## src/hw/rtl/pzbe_pkg.sv

```systemverilog
// shared types, constants and the bar code table for the postnet zip encoder
package pzbe_pkg;

  localparam int ZIP_W      = 17;
  localparam int NUM_DIGITS = 5;
  localparam int DIGIT_W    = 4;
  localparam int SUM_W      = 4;
  localparam int QUOT_W     = 14;
  localparam int RECIP_W    = 18;
  localparam int RECIP_SH   = 21;
  localparam int POS_W      = 3;
  localparam int BAR_W      = 5;
  localparam int GROUP_W    = 3;

  localparam logic [ZIP_W-1:0]   ZIP_LOW    = 17'd10000;
  localparam logic [ZIP_W-1:0]   ZIP_HIGH   = 17'd99999;
  // ceil(2^21 / 10): exact quotient for every 17-bit value
  localparam logic [RECIP_W-1:0] RECIP_TEN  = 18'd209716;
  localparam logic [SUM_W-1:0]   TEN        = 4'd10;
  localparam logic [POS_W-1:0]   POS_START  = 3'd0;
  localparam logic [POS_W-1:0]   POS_CHECK  = 3'd6;
  localparam logic [POS_W-1:0]   POS_END    = 3'd7;
  localparam logic [GROUP_W-1:0] GROUP_CHECK = 3'd5;

  typedef enum logic [1:0] {
    KIND_START   = 2'd0,
    KIND_DIGIT   = 2'd1,
    KIND_END     = 2'd2,
    KIND_INVALID = 2'd3
  } kind_t;

  // data handed from cell to cell
  typedef struct packed {
    logic [ZIP_W-1:0]                     value;
    logic [NUM_DIGITS-1:0][DIGIT_W-1:0]   digits;
    logic [SUM_W-1:0]                     sum;
    logic                                 invalid;
  } cell_data_t;

  // five-bar pattern for one decimal digit, msb is the leftmost bar
  function automatic logic [BAR_W-1:0] bar_of(input logic [DIGIT_W-1:0] d);
    logic [BAR_W-1:0] b;
    unique case (d)
      4'd0:    b = 5'b11000;
      4'd1:    b = 5'b00011;
      4'd2:    b = 5'b00101;
      4'd3:    b = 5'b00110;
      4'd4:    b = 5'b01001;
      4'd5:    b = 5'b01010;
      4'd6:    b = 5'b01100;
      4'd7:    b = 5'b10001;
      4'd8:    b = 5'b10010;
      4'd9:    b = 5'b10100;
      default: b = '0;
    endcase
    return b;
  endfunction

endpackage

```

## src/hw/rtl/pzbe_cell.sv

```systemverilog
// one digit cell: peels the low decimal digit and keeps the running digit sum
module pzbe_cell (
  input  logic                 clk,
  input  logic                 rst,
  input  logic                 in_valid,
  output logic                 in_ready,
  input  pzbe_pkg::cell_data_t in_data,
  output logic                 out_valid,
  input  logic                 out_ready,
  output pzbe_pkg::cell_data_t out_data
);

  logic [pzbe_pkg::ZIP_W+pzbe_pkg::RECIP_W-1:0] prod;
  logic [pzbe_pkg::QUOT_W-1:0]                  quot;
  logic [pzbe_pkg::ZIP_W-1:0]                   rem;
  logic [pzbe_pkg::DIGIT_W-1:0]                 digit;
  logic [pzbe_pkg::SUM_W:0]                     sum_raw;
  pzbe_pkg::cell_data_t                         data_next;

  // divide by ten through the reciprocal, remainder is the digit
  always_comb begin
    prod    = (pzbe_pkg::ZIP_W+pzbe_pkg::RECIP_W)'(in_data.value) *
              (pzbe_pkg::ZIP_W+pzbe_pkg::RECIP_W)'(pzbe_pkg::RECIP_TEN);
    quot    = prod[pzbe_pkg::RECIP_SH +: pzbe_pkg::QUOT_W];
    rem     = in_data.value - {quot, 3'b000} - {2'b00, quot, 1'b0};
    digit   = rem[pzbe_pkg::DIGIT_W-1:0];
    sum_raw = {1'b0, in_data.sum} + {1'b0, digit};
    data_next.value   = pzbe_pkg::ZIP_W'(quot);
    data_next.invalid = in_data.invalid;
    // new digit enters at the top, older ones move toward the low end
    data_next.digits[pzbe_pkg::NUM_DIGITS-1] = digit;
    for (int i = 0; i < pzbe_pkg::NUM_DIGITS-1; i++) begin
      data_next.digits[i] = in_data.digits[i+1];
    end
    // running sum kept mod 10
    if (sum_raw >= {1'b0, pzbe_pkg::TEN}) begin
      data_next.sum = pzbe_pkg::SUM_W'(sum_raw - {1'b0, pzbe_pkg::TEN});
    end else begin
      data_next.sum = sum_raw[pzbe_pkg::SUM_W-1:0];
    end
  end

  assign in_ready = !out_valid || out_ready;

  // stage register
  always_ff @(posedge clk) begin
    if (rst) begin
      out_valid <= 1'b0;
    end else if (in_ready) begin
      out_valid <= in_valid;
    end
    if (in_ready && in_valid) begin
      out_data <= data_next;
    end
  end

  a_sum_range: assert property (@(posedge clk) disable iff (rst)
    out_valid |-> (out_data.sum < pzbe_pkg::TEN))
    else $error("cell digit sum out of range");

endmodule

```

## src/hw/rtl/pzbe_emitter.sv

```systemverilog
// result emitter: turns one digit set into the frame, digit and check results, or one invalid result
module pzbe_emitter (
  input  logic                 clk,
  input  logic                 rst,
  input  logic                 in_valid,
  output logic                 in_ready,
  input  pzbe_pkg::cell_data_t in_data,
  output logic                 m_tvalid,
  input  logic                 m_tready,
  output logic [7:0]           m_tdata,   // bar_pattern[4:0], group_index[7:5]
  output logic [1:0]           m_tuser,   // item_kind[1:0]
  output logic                 m_tlast
);

  pzbe_pkg::cell_data_t           held;
  logic                           busy;
  logic [pzbe_pkg::POS_W-1:0]     pos;
  logic                           load;
  logic                           last_now;
  logic [pzbe_pkg::DIGIT_W-1:0]   check;
  logic [pzbe_pkg::DIGIT_W-1:0]   sel_digit;
  logic [pzbe_pkg::POS_W-1:0]     digit_idx;
  pzbe_pkg::kind_t                kind_next;
  logic [pzbe_pkg::BAR_W-1:0]     bar_next;
  logic [pzbe_pkg::GROUP_W-1:0]   group_next;

  assign load     = !m_tvalid || m_tready;
  assign last_now = held.invalid || (pos == pzbe_pkg::POS_END);
  assign in_ready = !busy || (load && last_now);

  // check digit and the result for the current position
  always_comb begin
    if (held.sum == '0) begin
      check = '0;
    end else begin
      check = pzbe_pkg::TEN - held.sum;
    end
    digit_idx = pos - 3'd1;
    // digits[4] holds the high zip digit
    sel_digit = held.digits[3'(pzbe_pkg::NUM_DIGITS-1) - digit_idx];
    bar_next   = '0;
    group_next = '0;
    if (held.invalid) begin
      kind_next = pzbe_pkg::KIND_INVALID;
    end else if (pos == pzbe_pkg::POS_START) begin
      kind_next = pzbe_pkg::KIND_START;
    end else if (pos == pzbe_pkg::POS_END) begin
      kind_next = pzbe_pkg::KIND_END;
    end else if (pos == pzbe_pkg::POS_CHECK) begin
      kind_next  = pzbe_pkg::KIND_DIGIT;
      bar_next   = pzbe_pkg::bar_of(check);
      group_next = pzbe_pkg::GROUP_CHECK;
    end else begin
      kind_next  = pzbe_pkg::KIND_DIGIT;
      bar_next   = pzbe_pkg::bar_of(sel_digit);
      group_next = digit_idx;
    end
  end

  // held item, position counter and output register
  always_ff @(posedge clk) begin
    if (rst) begin
      busy     <= 1'b0;
      pos      <= '0;
      m_tvalid <= 1'b0;
    end else begin
      if (load) begin
        m_tvalid <= busy;
        if (busy) begin
          pos <= last_now ? pzbe_pkg::POS_START : pos + 3'd1;
        end
      end
      if (in_ready) begin
        busy <= in_valid;
      end
    end
    if (in_ready && in_valid) begin
      held <= in_data;
    end
    if (load && busy) begin
      m_tdata <= {group_next, bar_next};
      m_tuser <= kind_next;
      m_tlast <= last_now;
    end
  end

  a_invalid_last: assert property (@(posedge clk) disable iff (rst)
    (m_tvalid && m_tuser == pzbe_pkg::KIND_INVALID) |-> m_tlast)
    else $error("invalid result not marked last");

  a_digit_two_bars: assert property (@(posedge clk) disable iff (rst)
    (m_tvalid && m_tuser == pzbe_pkg::KIND_DIGIT) |->
      ($countones(m_tdata[4:0]) == 2 && !m_tlast))
    else $error("digit group malformed");

  a_end_follows_check: assert property (@(posedge clk) disable iff (rst)
    (m_tvalid && m_tready && m_tuser == pzbe_pkg::KIND_DIGIT &&
     m_tdata[7:5] == pzbe_pkg::GROUP_CHECK) |=>
      (!m_tvalid || m_tuser == pzbe_pkg::KIND_END))
    else $error("end frame bar must follow check digit");

endmodule

```

## src/hw/rtl/postnet_zip_barcode_encoder_unit.sv

```systemverilog
// postnet zip bar code encoder: digit cell chain followed by the result emitter
// path: a request passes the 5 cells, then the emitter's held item and its output register
// throughput: one result per cycle while m_tready is high; a valid zip gives eight results,
//   an invalid zip one result, all through the emitter's single output register
// reset: synchronous, clears all valid flags, the emitter busy flag and position; no other state
module postnet_zip_barcode_encoder_unit (
  input  logic        clk,
  input  logic        rst,
  input  logic        s_tvalid,
  output logic        s_tready,
  input  logic [23:0] s_tdata,   // zip_code[16:0], zero fill [23:17]
  output logic        m_tvalid,
  input  logic        m_tready,
  output logic [7:0]  m_tdata,   // bar_pattern[4:0], group_index[7:5]
  output logic [1:0]  m_tuser,   // item_kind[1:0]
  output logic        m_tlast    // last_result
);

  pzbe_pkg::cell_data_t               chain_data  [pzbe_pkg::NUM_DIGITS+1];
  logic [pzbe_pkg::NUM_DIGITS:0]      chain_valid;
  logic [pzbe_pkg::NUM_DIGITS:0]      chain_ready;
  logic [pzbe_pkg::ZIP_W-1:0]         zip_code;

  // range check and chain entry
  always_comb begin
    zip_code                 = s_tdata[pzbe_pkg::ZIP_W-1:0];
    chain_data[0].value      = zip_code;
    chain_data[0].digits     = '0;
    chain_data[0].sum        = '0;
    chain_data[0].invalid    = (zip_code < pzbe_pkg::ZIP_LOW) ||
                               (zip_code > pzbe_pkg::ZIP_HIGH);
  end

  assign chain_valid[0] = s_tvalid;
  assign s_tready       = chain_ready[0];

  // one cell per zip digit, low digit first
  for (genvar g = 0; g < pzbe_pkg::NUM_DIGITS; g++) begin : g_cell
    pzbe_cell u_cell (
      .clk       (clk),
      .rst       (rst),
      .in_valid  (chain_valid[g]),
      .in_ready  (chain_ready[g]),
      .in_data   (chain_data[g]),
      .out_valid (chain_valid[g+1]),
      .out_ready (chain_ready[g+1]),
      .out_data  (chain_data[g+1])
    );
  end

  // serialize the eight results of a valid zip, or the single invalid result
  pzbe_emitter u_emitter (
    .clk      (clk),
    .rst      (rst),
    .in_valid (chain_valid[pzbe_pkg::NUM_DIGITS]),
    .in_ready (chain_ready[pzbe_pkg::NUM_DIGITS]),
    .in_data  (chain_data[pzbe_pkg::NUM_DIGITS]),
    .m_tvalid (m_tvalid),
    .m_tready (m_tready),
    .m_tdata  (m_tdata),
    .m_tuser  (m_tuser),
    .m_tlast  (m_tlast)
  );

endmodule

```

## config.mk

```make
export PLATFORM = sky130hd
export DESIGN_NAME = postnet_zip_barcode_encoder_unit
export DESIGN_NICKNAME = d
export VERILOG_FILES = /design/src/hw/rtl/pzbe_pkg.sv /design/src/hw/rtl/pzbe_cell.sv /design/src/hw/rtl/pzbe_emitter.sv /design/src/hw/rtl/postnet_zip_barcode_encoder_unit.sv
export SDC_FILE = /design/constraint.sdc
export NUM_CORES = 1
export LEC_CHECK = 0
export ABC_AREA = 1
export ABC_CLOCK_PERIOD_IN_PS = 20400
export BUFFER_PORTS_ARGS = -buffer_cell sky130_fd_sc_hd__buf_4
export CAP_MARGIN = 0
export CELL_PAD_IN_SITES_DETAIL_PLACEMENT = 0
export CELL_PAD_IN_SITES_GLOBAL_PLACEMENT = 1
export CORE_UTILIZATION = 56
export CTS_CLUSTER_DIAMETER = 100
export DETAILED_ROUTE_END_ITERATION = 8
export HOLD_SLACK_MARGIN = 0.03
export PLACE_DENSITY_LB_ADDON = 0.1
export SLEW_MARGIN = 10
export SYNTH_ARGS = -nofsm -noshare
export SYNTH_HDL_FRONTEND = slang
export SYNTH_SLANG_ARGS = --single-unit
```

## constraint.sdc

```tcl
create_clock -name clk -period 20.4 [get_ports clk]
set_clock_uncertainty 0.2 [all_clocks]
set_input_delay 2.04 -clock clk [delete_from_list [all_inputs] [get_ports clk]]
set_output_delay 2.04 -clock clk [all_outputs]
set_load 0.01 [all_outputs]
```

==> impl_metrics.toml <==
[outcome]
status = "complete, but fails checks"
violations = "DRC"

[layout]
layout-drive-gt1-share = 0.0418
layout.nets = 2815
area_delta_synth_final_pct = 7.03
nFillCells = 3088
diodes = 0

[logic_synthesis]
netlist.area_leader.share = 0.275
synth_compound_area_frac = 0.0705
synth_fa_ha_area_frac = 0.471
synthTopCellsByArea = "ha_1 (28%), edfxtp_1 (23%), fa_1 (20%)"
postSynth.asyncResetShare = 0
synthMuxAreaShare = 0
synth_top_family_by_area = "adder cells"
synth_xor_xnor_area_share = 0.0333
seq_area_frac_synth = 0.242
syn_inst = 2088
syn-cell-area_um2 = 20400
yosysUniqueCellTypes = 44
synth-simple-area-share = 0.0900
yosysWarnings = 0
synthesis.nets = 2765
synthFlopType = "edfxtp_1"
avgSynthCellArea_um2 = 9.78
yosysTopAreaCell = "ha_1"
synth-edff-count = 158
ys_ff_latch = 168

[cts]
cts_max_level = 4
cts_resized = 0
cts_buffers = 17
hold_buffers = 0
clk_pin_slew_worst_paths_ps = 70
postCtsSetupRepairBufs = 0
tritoncts = "built"
cts.path.max_buffers = 2
clock-root-buffer = "clkbuf_16"
cts_num_sinks = 168
clock_latency_ps = 430

[worst_setup_path]
crit_slowest_cell = "fa_1"
r2r_slack_ps = 12980
cp_common_cell = "nand2_1"
rr_endpoint = "g_cell[1].u_cell.out_data[3]"
path_class = "input pin to flip-flop"
crit_required_ps = 20380
crit_start = "s_tdata[11]"
cpPeakStageDelay_ps = 520
startpoint_type = "input pin"
r2r_cells = 26
crit_arrival_ps = 7620
crit_path_max_fanout = 6
endpoint_kind = "flip-flop"
r2r-start = "g_cell[0].u_cell.out_data[33]"

[sta]
fmax_ghz = 0.131
finalMaxSlewViolations = 0
setup_viol = 0
post-route-period-util = 0.375
hold_viol = 0
fin_crit_ps = 7640
fin_tns_setup_ps = 0
relSlewSlack = 0.369
rsz0062_at_grt = "no"
worst_pin_slew_ps = 946

[die]
die_area_um2 = 37200
core-area_um2 = 35700
initial_core_util = 0.571
io_pins = 41
die_h_um = 193
dieWidth_um = 193
rows = 69

[route]
drt_first_pass_iters = 7
maxUsedRoutingLayer = "met4"
post_drt_wl_per_cell_um = 15.2
wirelength_um = 39600
ant_nets = 0
vias_per_cell = 5.26
wl_met1_um = 17500
dr_wl_met2_um = 20300
drtIter0Drc = 542
drc = 2
via_count = 13700
wl_met3_um = 1270

[global_routing]
grt-ovfl-total = 0
antenna_found_initial = 0
first_global_vias = 14000
grt_pass1_wl_um = 66100
track_usage = 0.227
grt_max_degree = 27

[worst_hold_path]
hp-class = "flip-flop to flip-flop"
min_delay_path_depth = 0
min_from = "g_cell[2].u_cell.out_data[20]"
hold_end = "g_cell[3].u_cell.out_data[16]"

[placed_design]
dp_hpwl_um = 34800
port_buffers = 33
routabilityCongestion = 0.917

[flow_run]
maxCapViolCount = 0
[layout by cell type (no fill, tap or decap), types with 5 or more instances in the layout]
cell,count
buf_4,34
dfxtp_1,10
o21bai_1,6
nor3_1,14
nand4_1,17
nand2_1,238
a21o_1,16
inv_1,498
edfxtp_1,158
or2_2,9
clkbuf_16,17
o211ai_1,5
fa_1,200
clkinv_8,5
a21oi_1,136
nand3_1,45
ha_1,449
xor2_1,41
xnor2_1,33
a31oi_1,8
o21ai_0,65
nor2_1,89
a211oi_1,5
[per-layer routing]
| metal | up-vias | track usage |
|---|---|---|
| li1 | 6920 | - |
| met1 | 6628 | 0.286 |
| met2 | 162 | 0.407 |
| met3 | 39 | 0.0375 |
| met4 | 0 | 0.0502 |
| met5 | - | 0 |
[cell type report]
| class | count | area (um2) | area share |
|---|---|---|---|
| timing repair buffer | 34 | 255 | 0.0117 |
| tap | 461 | 577 | 0.0264 |
| sequential | 168 | 4940 | 0.226 |
| clock buffer | 17 | 425 | 0.0195 |
| clock inverter | 15 | 173 | 0.00790 |
| inverter | 500 | 1880 | 0.0859 |
| multi-input combinational | 1417 | 13600 | 0.622 |
[sequential cells by signal, indices dropped and copies added (netlist names)]
| register | flops |
|---|---|
| g_cell.u_cell.out_valid | 5 |
| u_emitter.pos | 3 |
| u_emitter.held | 25 |
| u_emitter.m_tdata | 8 |
| u_emitter.busy | 1 |
| u_emitter.m_tvalid | 1 |
| u_emitter.m_tlast | 1 |
| u_emitter.m_tuser | 2 |
| g_cell.u_cell.out_data | 122 |
[worst max path at each step]
stage                                    to  slack [ps]  cells after the start
2_1_floorplan  g_cell[0].u_cell.out_data[3]       13050                     31
3_3_place_gp   g_cell[0].u_cell.out_data[3]       12350                     32
3_5_place_dp   g_cell[0].u_cell.out_data[3]       12340                     32
4_1_cts        g_cell[0].u_cell.out_data[3]       12790                     32
5_1_grt        g_cell[0].u_cell.out_data[3]       12330                     32
6_report       g_cell[0].u_cell.out_data[3]       12760                     32
[through the flow]
| stage | instance area, um2 | hold WS, ps | instances | utilization | worst slack [ps] |
|---|---|---|---|---|---|
| floorplan | 20400 | 200 | 2088 | - | 13050 |
| finish | 21800 | 217 | 2612 | 0.611 | 12760 |
| global route | 21800 | 220 | 2612 | 0.611 | 12330 |
| detailed placement | 21200 | 205 | 2580 | 0.594 | 12340 |
| global placement | 21200 | 202 | 2580 | 0.594 | 12350 |
| CTS | 21800 | 217 | 2612 | 0.611 | 12790 |
[worst max-delay path: cells and delay by family]
kind	cells	cell delay [ps]
buf+inv	7	560
compound gates	5	720
fa+ha+maj	8	3180
simple gates	10	760
xor+xnor	2	360
[Yosys cell counts (16+ instances only)]
master    count
nand3_1      45
o21ai_0      65
nand4_1      17
xnor2_1      33
xor2_1       41
ha_1        449
nor2_1       92
inv_1       498
a21oi_1     136
fa_1        200
nand2_1     238
a21o_1       16
edfxtp_1    158
[logic make-up after synthesis]
logic type / after synthesis
adder cells (fa/ha/maj): 649
buffers and inverters: 503
AND/OR/NAND/NOR: 433
AO/OA/AOI/OAI: 259
flip-flops: 168
XOR/XNOR: 76
Power is left out: the tool's default activity adds up to more than one toggle a clock period on the data nets, which glitch-free logic cannot reach.
